[src/sv/rsub_pkg.sv]
// Package for rectangle_subtract: piece slot codes and bank depth.
package rsub_pkg;

    // Slots of the piece bank, in emission order
    typedef enum logic [1:0] {
        PC_LEFT  = 2'd0,
        PC_LOW   = 2'd1,
        PC_HIGH  = 2'd2,
        PC_RIGHT = 2'd3
    } piece_t;

    localparam int NUM_PIECES = 4;

endpackage

[src/sv/rectangle_subtract.sv]
// Axis-aligned rectangle subtraction: emits the parts of A not covered by B.
//
//  channel  | handshake               | payload
//  ---------+-------------------------+-----------------------------------------------
//  command  | start in, busy out      | a_x a_y a_w a_h b_x b_y b_w b_h
//  pieces   | piece_valid out, strobe | piece_x piece_y piece_w piece_h last_piece
//
// A command transfers at a rising edge with start high and busy low. It sits in the
// input register, is cut combinationally into up to four pieces and lands in a piece bank,
// which shifts one piece a cycle into the output register. The bank reloads in the
// cycle its last piece leaves, or at once when empty, so a new command can wait in the
// input register while the pieces of the one before are still leaving.
// Each piece is on the ports for one cycle only; the receiver cannot stall.
// Reset clears the valid flags and the bank mask; payload registers are not reset.
module rectangle_subtract #(
    parameter int COORD_BITS = 16
) (
    input  logic                         clk,
    input  logic                         rst_n,
    input  logic                         start,
    output logic                         busy,
    input  logic signed [COORD_BITS-1:0] a_x,
    input  logic signed [COORD_BITS-1:0] a_y,
    input  logic        [COORD_BITS-2:0] a_w,
    input  logic        [COORD_BITS-2:0] a_h,
    input  logic signed [COORD_BITS-1:0] b_x,
    input  logic signed [COORD_BITS-1:0] b_y,
    input  logic        [COORD_BITS-2:0] b_w,
    input  logic        [COORD_BITS-2:0] b_h,
    output logic                         piece_valid,
    output logic signed [COORD_BITS-1:0] piece_x,
    output logic signed [COORD_BITS-1:0] piece_y,
    output logic        [COORD_BITS-2:0] piece_w,
    output logic        [COORD_BITS-2:0] piece_h,
    output logic                         last_piece
);

    localparam int N  = COORD_BITS;
    localparam int E  = COORD_BITS + 2;
    localparam int NP = rsub_pkg::NUM_PIECES;
    localparam logic signed [E-1:0] ONE_E  = 1;
    localparam logic signed [E-1:0] ZERO_E = 0;

    // Input register
    logic                in_valid_reg, in_valid_next;
    logic signed [N-1:0] ax_reg, ay_reg, bx_reg, by_reg;
    logic        [N-2:0] aw_reg, ah_reg, bw_reg, bh_reg;

    // Piece bank
    logic [NP-1:0]       mask_reg, mask_next;
    logic signed [N-1:0] bank_x_reg [NP];
    logic signed [N-1:0] bank_y_reg [NP];
    logic        [N-2:0] bank_w_reg [NP];
    logic        [N-2:0] bank_h_reg [NP];

    // Output register
    logic                piece_valid_reg, piece_valid_next;
    logic signed [N-1:0] piece_x_reg;
    logic signed [N-1:0] piece_y_reg;
    logic        [N-2:0] piece_w_reg;
    logic        [N-2:0] piece_h_reg;
    logic                last_reg;

    logic accept;
    logic load;

    // Extended edges
    logic signed [E-1:0] ax0, ay0, aw_e, ah_e, ax1, ay1;
    logic signed [E-1:0] bx0, by0, bx1, by1;
    logic signed [E-1:0] cx0, cy0, cx1, cy1;
    logic                a_empty, b_empty, b_miss;
    logic signed [E-1:0] cut_x [NP];
    logic signed [E-1:0] cut_y [NP];
    logic signed [E-1:0] cut_w [NP];
    logic signed [E-1:0] cut_h [NP];
    logic [NP-1:0]       new_mask;

    rsub_pkg::piece_t    pop_idx;
    logic [NP-1:0]       rest_mask;

    // Cut the registered command into pieces
    always_comb
    begin
        ax0  = $signed({{2{ax_reg[N-1]}}, ax_reg});
        ay0  = $signed({{2{ay_reg[N-1]}}, ay_reg});
        bx0  = $signed({{2{bx_reg[N-1]}}, bx_reg});
        by0  = $signed({{2{by_reg[N-1]}}, by_reg});
        aw_e = $signed({3'b000, aw_reg});
        ah_e = $signed({3'b000, ah_reg});
        ax1  = ax0 + aw_e - ONE_E;
        ay1  = ay0 + ah_e - ONE_E;
        bx1  = bx0 + $signed({3'b000, bw_reg}) - ONE_E;
        by1  = by0 + $signed({3'b000, bh_reg}) - ONE_E;
        cx0  = (ax0 > bx0) ? ax0 : bx0;
        cy0  = (ay0 > by0) ? ay0 : by0;
        cx1  = (ax1 < bx1) ? ax1 : bx1;
        cy1  = (ay1 < by1) ? ay1 : by1;

        a_empty = (aw_reg == '0) || (ah_reg == '0);
        b_empty = (bw_reg == '0) || (bh_reg == '0);
        b_miss  = (cx0 > cx1) || (cy0 > cy1);

        cut_x[rsub_pkg::PC_LEFT]  = ax0;
        cut_y[rsub_pkg::PC_LEFT]  = ay0;
        cut_w[rsub_pkg::PC_LEFT]  = cx0 - ax0;
        cut_h[rsub_pkg::PC_LEFT]  = ah_e;
        cut_x[rsub_pkg::PC_LOW]   = cx0;
        cut_y[rsub_pkg::PC_LOW]   = ay0;
        cut_w[rsub_pkg::PC_LOW]   = ax1 - cx0 + ONE_E;
        cut_h[rsub_pkg::PC_LOW]   = cy0 - ay0;
        cut_x[rsub_pkg::PC_HIGH]  = cx0;
        cut_y[rsub_pkg::PC_HIGH]  = cy1 + ONE_E;
        cut_w[rsub_pkg::PC_HIGH]  = ax1 - cx0 + ONE_E;
        cut_h[rsub_pkg::PC_HIGH]  = ay1 - cy1;
        cut_x[rsub_pkg::PC_RIGHT] = cx1 + ONE_E;
        cut_y[rsub_pkg::PC_RIGHT] = cy0;
        cut_w[rsub_pkg::PC_RIGHT] = ax1 - cx1;
        cut_h[rsub_pkg::PC_RIGHT] = cy1 - cy0 + ONE_E;

        for (int i = 0; i < NP; i++)
        begin
            new_mask[i] = (cut_w[i] > ZERO_E) && (cut_h[i] > ZERO_E);
        end

        // Pass A through whole when B is empty or misses it
        if (b_empty || b_miss)
        begin
            cut_w[rsub_pkg::PC_LEFT] = aw_e;
            new_mask                 = '0;
            new_mask[rsub_pkg::PC_LEFT] = 1'b1;
        end
        if (a_empty)
        begin
            new_mask = '0;
        end
    end

    // Pick the lowest pending piece and what stays behind
    always_comb
    begin
        pop_idx = rsub_pkg::PC_LEFT;
        for (int i = NP - 1; i >= 0; i--)
        begin
            if (mask_reg[i])
            begin
                pop_idx = rsub_pkg::piece_t'(i);
            end
        end
        rest_mask          = mask_reg;
        rest_mask[pop_idx] = 1'b0;
    end

    // Handshake and next-state control
    always_comb
    begin
        load             = in_valid_reg && (rest_mask == '0);
        busy             = in_valid_reg && !load;
        accept           = start && !busy;
        in_valid_next    = accept || (in_valid_reg && !load);
        mask_next        = load ? new_mask : rest_mask;
        piece_valid_next = (mask_reg != '0);
    end

    // Control registers
    always_ff @(posedge clk or negedge rst_n)
    begin
        if (!rst_n)
        begin
            in_valid_reg    <= 1'b0;
            mask_reg        <= '0;
            piece_valid_reg <= 1'b0;
        end
        else
        begin
            in_valid_reg    <= in_valid_next;
            mask_reg        <= mask_next;
            piece_valid_reg <= piece_valid_next;
        end
    end

    // Capture the command on transfer
    always_ff @(posedge clk)
    begin
        if (accept)
        begin
            ax_reg <= a_x;
            ay_reg <= a_y;
            aw_reg <= a_w;
            ah_reg <= a_h;
            bx_reg <= b_x;
            by_reg <= b_y;
            bw_reg <= b_w;
            bh_reg <= b_h;
        end
    end

    // Load the bank with the cut pieces, truncated to field widths
    always_ff @(posedge clk)
    begin
        if (load)
        begin
            for (int i = 0; i < NP; i++)
            begin
                bank_x_reg[i] <= cut_x[i][N-1:0];
                bank_y_reg[i] <= cut_y[i][N-1:0];
                bank_w_reg[i] <= cut_w[i][N-2:0];
                bank_h_reg[i] <= cut_h[i][N-2:0];
            end
        end
    end

    // Advance one piece into the output register
    always_ff @(posedge clk)
    begin
        if (mask_reg != '0)
        begin
            piece_x_reg <= bank_x_reg[pop_idx];
            piece_y_reg <= bank_y_reg[pop_idx];
            piece_w_reg <= bank_w_reg[pop_idx];
            piece_h_reg <= bank_h_reg[pop_idx];
            last_reg    <= (rest_mask == '0);
        end
    end

    assign piece_valid = piece_valid_reg;
    assign piece_x     = piece_x_reg;
    assign piece_y     = piece_y_reg;
    assign piece_w     = piece_w_reg;
    assign piece_h     = piece_h_reg;
    assign last_piece  = last_reg;

    // Pieces of one command leave back to back
    a_pieces_contiguous: assert property (@(posedge clk) disable iff (!rst_n)
        piece_valid && !last_piece |=> piece_valid)
        else $error("piece stream broke before last piece");

    // Every emitted piece is non-empty
    a_piece_nonempty: assert property (@(posedge clk) disable iff (!rst_n)
        piece_valid |-> (piece_w != '0) && (piece_h != '0))
        else $error("empty piece emitted");

    // A held command waits while more than one piece is pending
    a_hold_while_draining: assert property (@(posedge clk) disable iff (!rst_n)
        in_valid_reg && ($countones(mask_reg) > 1) |-> busy)
        else $error("bank reloaded while pieces pending");

    // A blocked start leaves the held command untouched
    a_blocked_start: assert property (@(posedge clk) disable iff (!rst_n)
        busy |=> $stable(ax_reg) && $stable(bx_reg) && $stable(aw_reg) && $stable(bw_reg))
        else $error("command register changed while busy");

endmodule

[config.mk]
export PLATFORM = sky130hd
export DESIGN_NAME = rectangle_subtract
export DESIGN_NICKNAME = d
export VERILOG_FILES = /design/src/sv/rsub_pkg.sv /design/src/sv/rectangle_subtract.sv
export SDC_FILE = /design/constraint.sdc
export NUM_CORES = 1
export LEC_CHECK = 0
export ABC_AREA = 1
export BUFFER_PORTS_ARGS = -buffer_cell sky130_fd_sc_hd__buf_2
export CORE_UTILIZATION = 60
export CTS_CLUSTER_DIAMETER = 150
export DETAILED_ROUTE_END_ITERATION = 8
export GPL_ROUTABILITY_DRIVEN = 0
export GPL_TIMING_DRIVEN = 0
export PLACE_DENSITY_LB_ADDON = 0.15
export SYNTH_ARGS = -nofsm -noshare
export SYNTH_HDL_FRONTEND = slang
export SYNTH_SLANG_ARGS = --single-unit
[constraint.sdc]
create_clock -name clk -period 16.1 [get_ports clk]
set_input_delay 4.025 -clock clk [delete_from_list [all_inputs] [get_ports clk]]
set_output_delay 4.025 -clock clk [all_outputs]
set_load 0.005 [all_outputs]
; ---- Yosys cells after proc, flatten, opt, wreduce, memory -nomap -nowiden
; Memories as Yosys holds them, arrays and structs flattened. A register that Yosys moved wholly into a read port is not among the register bits.
; Cells that the tools add are included.
[totals]
regBits = 131
word_cells = 88
input_bits = 127
mem_count = 4
out_inout_bits = 65
ram_bits = 248
[classes]
n_reduce_logical = 21
bitwise = 2
n_mux = 16
order_cmp = 15
addsub = 18
[memory_table]
columns = memory, depth, word_bits, read_ports, rd_clocked_by_memory_dff, wr, line
row1 = bank_x_reg, 4, 16, 1, 1, 4, rectangle_subtract.sv:51  ; logic signed [N-1:0] bank_x_reg [NP];
row2 = bank_y_reg, 4, 16, 1, 1, 4, rectangle_subtract.sv:52  ; logic signed [N-1:0] bank_y_reg [NP];
row3 = bank_h_reg, 4, 15, 1, 1, 4, rectangle_subtract.sv:54  ; logic [N-2:0] bank_h_reg [NP];
row4 = bank_w_reg, 4, 15, 1, 1, 4, rectangle_subtract.sv:53  ; logic [N-2:0] bank_w_reg [NP];
[ops]
columns = operator, count
row1 = $gt 18x1->1 const B, 6
row2 = $mux 18, 4
row3 = $sub 17x2->18 const B, 4
row4 = $sub 18x18->18, 4
row5 = $add 16x16->17, 4
row6 = $logic_not 15->1, 4
row7 = $add 18x2->18 const B, 2
row8 = $gt 18x18->1, 2
row9 = $lt 18x18->1, 2
row10 = $sub 18x16->18, 2
row11 = $add 16x2->16 const B, 2
row12 = $gt 16x16->1, 2
row13 = $gt 15x1->1 const B, 1
row14 = $mux 15, 1
row15 = $mux 4, 3
row16 = $logic_and 1x1->1, 8
row17 = $mux 2, 4
row18 = $logic_or 1x1->1, 5
row19 = $and 4x4->4, 1
row20 = $logic_not 4->1, 1
row21 = $not 4->4, 1
row22 = $reduce_bool 4->1, 1
row23 = $lt 2x3->1 const B, 1
row24 = $mux 1, 3
row25 = other kinds (3), 4

; ---- Depth between registers and ports, before layout
; Gate-level depths: netlist of the first run.
[logic_depth]
depth_word = 17
depth_mapped = 53
depth_no_buf = 53

; ---- Least setup slack after synthesis of the first run
; Ideal clock, no wire load.
[synth_timing]
path_type = register -> register
from = register mask_reg[1]
to = register mask_reg[2]
n_path_buf = 0
t_required_ps = 16035
setup_slack_ps = 4817
setup_time_ps = 65
path_stages_with_launch = 14
period_less_slack_ps = 11283
arrival_ps = 11218
cell_sequence = dfrtp_1 -> nor2_1 -> o21ai_1 -> nor2_1 -> nor2_1 -> inv_1 -> nand3_1 -> nor2_1 -> o41ai_1 -> a31oi_1 -> nand2_1 -> nor2_1 -> nand3_1 -> nand2_1
[synth_via]
elab_chain_cells = 11
word_cells_on_any_way = 12
classes_between = order compare: 2 / mux: 5 / bitwise: 2 / reduce/logical: 3
[synth_rtl]
columns = element, line
row1 = "start, declared", rectangle_subtract.sv:50  ; logic [NP-1:0] mask_reg, mask_next;
row2 = "start signal, assigned", rectangle_subtract.sv:176  ; mask_reg <= mask_next;
row3 = $mux 2 (2 in a row), rectangle_subtract.sv:144  ; if (mask_reg[i])
row4 = $lt 2x3->1 (implied by the code) or $ge 2x1->1 (tied branches), rectangle_subtract.sv:150  ; rest_mask[pop_idx] = 1'b0;
row5 = $logic_and 1x1->1 (implied by the code), rectangle_subtract.sv:150
row6 = $mux 1 (implied by the code), rectangle_subtract.sv:150
row7 = $demux 1 s2, rectangle_subtract.sv:150
row8 = $not 4->4 (no source line), -
row9 = $and 4x4->4 (no source line) *, -
row10 = $logic_not 4->1 *, rectangle_subtract.sv:156  ; load = in_valid_reg && (rest_mask == '0);
row11 = $logic_and 1x1->1 *, rectangle_subtract.sv:156
row12 = named net load, rectangle_subtract.sv:65  ; logic load;
row13 = $mux 4 *, rectangle_subtract.sv:160  ; mask_next = load ? new_mask : rest_mask;
row14 = named net mask_next[2], rectangle_subtract.sv:50
; The timed path passes the listed nets; every way through them passes the cells marked *.
; A chain may end at the register's enable or synchronous reset.

==> flow_summary.json, run 1 <==
{
  "status": "finished clean",
  "min_period_over_period_pct": 52.8,
  "fmax_mhz": 118,
  "worstSkewPairLatency_ns": 0.59,
  "io_pins": 192,
  "largest_reg_flops": 60,
  "layout.cells.non_filler": 3954,
  "grt_antenna_before_repair": 2,
  "clockRootBuffer": "clkbuf_16",
  "cts_htree_levels": 2,
  "die_w_um": 215,
  "drtAntennaViolNets": 0,
  "synth_edf_count": 388,
  "synth_nets": 3550,
  "cts_made_buffers": 42,
  "tightest_slew_ns": 1.43,
  "placed_cells": 3877,
  "core_sq_um": 44600,
  "track_usage_pct": 32.3,
  "fin_util_pct": 68.6,
  "clk_pin_slew_ns": 0.06,
  "die-area_sq_um": 46400,
  "rows": 77,
  "drt-initial-drc-count": 2283,
  "hp-class": "reg2reg",
  "synthTopCellsByArea": "edfxtp_1 (43%), ha_1 (15%), nand2_1 (9.1%)",
  "grt_pass1_vias": 21500,
  "routedWlPerCell_um": 19.0,
  "avgSynthCellArea_sq_um": 8.86,
  "ys_ff_latch": 394,
  "ys_seq_area_share_pct": 43.2,
  "hpwlAfterDp_mm": 61.0,
  "synth.distinct_cells": 60,
  "finalCriticalPeriod_ns": 8.51,
  "grt-ovfl-total": 0,
  "cp_slowest_cell": "o21ai_0",
  "yosys_warnings": 0,
  "initial_core_util_pct": 61.2,
  "drc": 0,
  "end_kind": "register",
  "slew_violations": 0,
  "fin_nets": 3795,
  "cp-start-kind": "register",
  "antenna-diode-count": 0,
  "cap_viol_max_count": 0,
  "synthCells": 3084,
  "critical_path_class": "reg2reg",
  "die_h_um": 215,
  "grt_pass1_wl_mm": 115,
  "worstPathMaxFanout": 10,
  "wl_mm": 75.2,
  "cts_sinks": 394,
  "grt_max_degree": 54,
  "post_cts_buffers": 0,
  "cts_resized": 0,
  "final_hold_viol_count": 0,
  "cts_hold_buf": 0,
  "area_growth_pct": 11.9,
  "layout-drive-gt1-share_pct": 10.2,
  "dr_total_vias": 22700,
  "path_common_cell": "nand2_1",
  "rsz0062_at_grt": "no",
  "synth_top_flop_cell": "edfxtp_1",
  "netlist_area_sq_um": 27300,
  "crit_required_ns": 16.37,
  "dr.pass1.iters": 8,
  "setup_ws_ns": 7.59,
  "vias_per_cell": 5.74,
  "slowest_delay_ns": 0.51,
  "post-place-ws_ns": 7.85,
  "skew_ns": 0.0406,
  "io_buffer_count": 191,
  "worst_ep_arrival_time_ns": 8.78,
  "synthArstFlopShare_pct": 1.52,
  "cts_tree": "yes",
  "relSlewSlack_pct": 3.49,
  "netlist.area_leader.share_pct": 42.6,
  "finalSetupViolCount": 0,
  "cts_max_path_buffers": 3,
  "synth_top_area_cell": "edfxtp_1"
}
==> stage by stage <==
step                      setup TNS (ns)  hold slack, ns  cell area (sq um)
after floorplan                        0           0.426              27300
after global placement             -7.11           0.448              29000
after detailed placement               0           0.450              29300
after CTS                              0           0.469              30600
after global routing                   0           0.482              30600
final                                  0           0.472              30600
==> placed cells by master, fill, tap and decap left out, types with 6 or more instances in the layout <==
master / netlist / layout
nand2_1: 665 / 665
nor2_2: 7 / 7
nand4_1: 69 / 69
dfrtp_1: 6 / 6
o211ai_1: 54 / 54
inv_2: 7 / 7
ha_1: 330 / 330
xnor2_1: 35 / 35
o21ai_0: 151 / 151
buf_12: 0 / 8
a211oi_1: 7 / 7
fa_1: 9 / 9
inv_1: 553 / 553
clkinv_1: 0 / 6
nand2_2: 11 / 11
a21oi_2: 7 / 7
buf_2: 3 / 194
o21ai_1: 15 / 15
nor3_1: 22 / 22
o21bai_1: 24 / 24
clkinv_2: 0 / 8
a31oi_1: 7 / 7
xor2_1: 106 / 106
clkbuf_1: 36 / 44
edfxtp_1: 388 / 388
nand3_1: 134 / 133
a21oi_1: 157 / 157
or2_2: 6 / 6
nor4_1: 20 / 20
nand3_2: 9 / 9
clkbuf_16: 0 / 42
nor2_1: 183 / 181
==> final cells by class <==
class                           instances  area (sq um)
Buffer                                 45           206
Clock buffer                           50          1080
Clock inverter                         27           244
Fill cell                            3525         14000
Inverter                              561          2110
Multi-Input combinational cell       2084         13200
Sequential cell                       394         11800
Tap cell                              592           741
Timing Repair Buffer                  201          1170
==> per-layer routing <==
metal	vias up	track usage (%)	share of wire, %	wire [um]
met3	137	6.95	12	9000
met4	2	10.1	2.9	2200
met1	10600	48.7	45	33600
li1	10900	-	-	-
met2	1139	46.2	40	30400
met5	-	0	0.016	12
==> synth_stat cells (24+ instances only) <==
cell / number
xor2_1: 106
nand2_1: 665
ha_1: 330
nand4_1: 69
edfxtp_1: 388
xnor2_1: 35
o211ai_1: 54
o21ai_0: 151
nand3_1: 134
clkbuf_1: 36
o21bai_1: 24
nor2_1: 183
inv_1: 553
a21oi_1: 157
==> kinds of logic after synthesis <==
kind of cell | synth area share, %
and+or+nand+nor | 18.3
buffers and inverters | 8.47
AOI/OAI and AO/OA | 9.72
DFF | 43.2
adders and majority gates | 15.8
xor gates and xnor gates | 4.52
==> worst paths after layout <==
kind	slack [ns]	depth (start not counted)	endpoint	from
max in group asynchronous	12.67	1	in_valid_reg	rst_n
max	7.59	42	bank_w_reg[0][5]	ax_reg[1]
max reg2reg	7.59	42	bank_w_reg[0][5]	ax_reg[1]
min in group asynchronous	3.28	1	mask_reg[3]	rst_n
min reg2reg	0.47	0	bank_h_reg[0][2]	ah_reg[2]
min	0.47	0	bank_h_reg[0][2]	ah_reg[2]
==> critical path: cells and delay by family, from the launching register on <==
family / cells / cell delay, ns
fa+ha+maj: 5 / 1.51
flops: 1 / 0.50
simple gates: 16 / 2.04
compound gates: 13 / 2.86
buf+inv: 8 / 1.25
Power of run 1 is left out: the tool's default activity adds up to more than one toggle a clock period on the data nets, which glitch-free logic cannot reach.
==> run 2, diff against run 1 <==
==> constraint.sdc (replaced) <==
create_clock -name clk -period 8.91 [get_ports clk]
set_input_delay 2.2275 -clock clk [delete_from_list [all_inputs] [get_ports clk]]
set_output_delay 2.2275 -clock clk [all_outputs]
set_load 0.005 [all_outputs]
==> run 2 against run 1 <==
Compared with the run above:
- worst hold slack worse by 0.0082 ns
- critical endpoint is now bank_w_reg[0][7]
- global-route usage up 0.19 points
- critical path depth is the same
- highest routed layer unchanged
- flip-flop and latch count is the same
==> flow_summary.json, run 2 (same netlist as run 1, synthesis figures left out) <==
{
  "relSlewSlack_pct": 9.67,
  "cts_sinks": 394,
  "cp_slowest_cell": "o21ai_0",
  "die_h_um": 215,
  "fmax_mhz": 120,
  "cap_viol_max_count": 0,
  "holdPathStages": 0,
  "rows": 77,
  "grt_max_degree": 54,
  "cts_hold_buf": 0,
  "dr_total_vias": 22700,
  "worst_ep_arrival_time_ns": 8.59,
  "largest_reg_flops": 60,
  "path_delay_family": "compound AO/OA/AOI/OAI gates",
  "cts_max_path_buffers": 3,
  "post_cts_buffers": 0,
  "critical_path_class": "reg2reg",
  "worstPathMaxFanout": 10,
  "clk_pin_slew_ns": 0.06,
  "grt_pass1_wl_mm": 115,
  "status": "finished clean",
  "dr.pass1.iters": 6,
  "track_usage_pct": 32.5,
  "cp.depth": 42,
  "clockRootBuffer": "clkbuf_16",
  "cp-start-kind": "register",
  "crit_required_ns": 9.18,
  "drt-initial-drc-count": 2376,
  "hold_ws_ns": 0.464,
  "hpwlAfterDp_mm": 61.6,
  "drtAntennaViolNets": 0,
  "grt-ovfl-total": 0,
  "path_common_cell": "nand2_1",
  "rsz0062_at_grt": "no",
  "final_hold_viol_count": 0,
  "initial_core_util_pct": 61.2,
  "hp-class": "reg2reg",
  "core_sq_um": 44600,
  "slowest_delay_ns": 0.52,
  "finalSetupViolCount": 0,
  "grt_pass1_vias": 21300,
  "cts_tree": "yes",
  "cts_htree_levels": 2,
  "worst-path-buf-inv": 8,
  "wl_mm": 75.7,
  "io_pins": 192,
  "antenna-diode-count": 0,
  "routedWlPerCell_um": 19.1,
  "most-common-layout-cells": "nand2_1 (665), inv_1 (553), edfxtp_1 (388)",
  "die_w_um": 215,
  "skew_ns": 0.0314,
  "final_common_cell": "nand2_1",
  "fin_nets": 3795,
  "tightest_slew_ns": 1.34,
  "vias_per_cell": 5.75,
  "min_period_over_period_pct": 93.4,
  "die-area_sq_um": 46400,
  "worstSkewPairLatency_ns": 0.58,
  "grt_antenna_before_repair": 1,
  "layout-drive-gt1-share_pct": 10.1,
  "nFillCells": 3531,
  "io_buffer_count": 191,
  "finalCriticalPeriod_ns": 8.32,
  "slew_violations": 0,
  "end_kind": "register",
  "area_growth_pct": 11.9,
  "drc": 0,
  "worst-r2r-cell-count": 42,
  "cts_made_buffers": 42,
  "r2r_slack_ns": 0.59,
  "cts_resized": 0
}
==> run 2: cell count changes in the layout (fill, tap and decap cells not counted) <==
cell,change
clkinv_1,+6
clkbuf_1,-2
clkinv_2,-2
clkinv_4,-2
o21ai_0,-2
o21ai_1,+2
clkbuf_16,+1
clkinv_8,-1
==> run 2: layer usage <==
metal / share of wire, % / track usage [%] / up-vias
met3: 12 / 7.30 / 117
met1: 45 / 49.3 / 10600
met2: 41 / 46.7 / 1125
met5: 0.025 / 0 / -
li1: - / - / 10900
met4: 2.3 / 8.53 / 2
==> run 2: stage by stage <==
stage	area, sq um	util (%)	std cells	setup TNS [ns]	setup slack (ns)
4_1_cts	30600	68.6	3954	0	0.775
3_3_place_gp	29000	65.1	3867	-302.48	-3.23
6_report	30600	68.6	3954	0	0.589
5_1_grt	30600	68.6	3954	0	0.0173
3_5_place_dp	29300	65.6	3877	0	0.831
2_1_floorplan	27300	-	3084	0	0.916
==> run 2: final timing paths <==
check,start,end
max reg2reg,ax_reg[1],bank_w_reg[0][7]
min,ah_reg[2],bank_h_reg[0][2]
max in group asynchronous,rst_n,mask_reg[3]
min reg2reg,ah_reg[2],bank_h_reg[0][2]
max,ax_reg[1],bank_w_reg[0][7]
min in group asynchronous,rst_n,piece_valid
==> run 2: worst reg2reg max path, delay by kind of cell, from the launching register on <==
family	cells	cell delay, ns
flip-flops	1	0.51
AND/OR/NAND/NOR	16	2.00
buffers and inverters	8	1.19
AO/OA/AOI/OAI	13	2.80
adder cells (fa/ha/maj)	5	1.51
==> run 2: area by class of cell <==
type | count | area (sq um) | share of cell area, %
well taps | 592 | 741 | 2.42
plain buffers | 45 | 206 | 0.675
clock buffers | 49 | 1100 | 3.59
inverters | 561 | 2110 | 6.89
multi-input cells | 2084 | 13200 | 43.3
flip-flops and latches | 394 | 11800 | 38.6
repair buffers | 201 | 1170 | 3.83
clock inverters | 28 | 223 | 0.728
Power of run 2 is left out for the same reason.
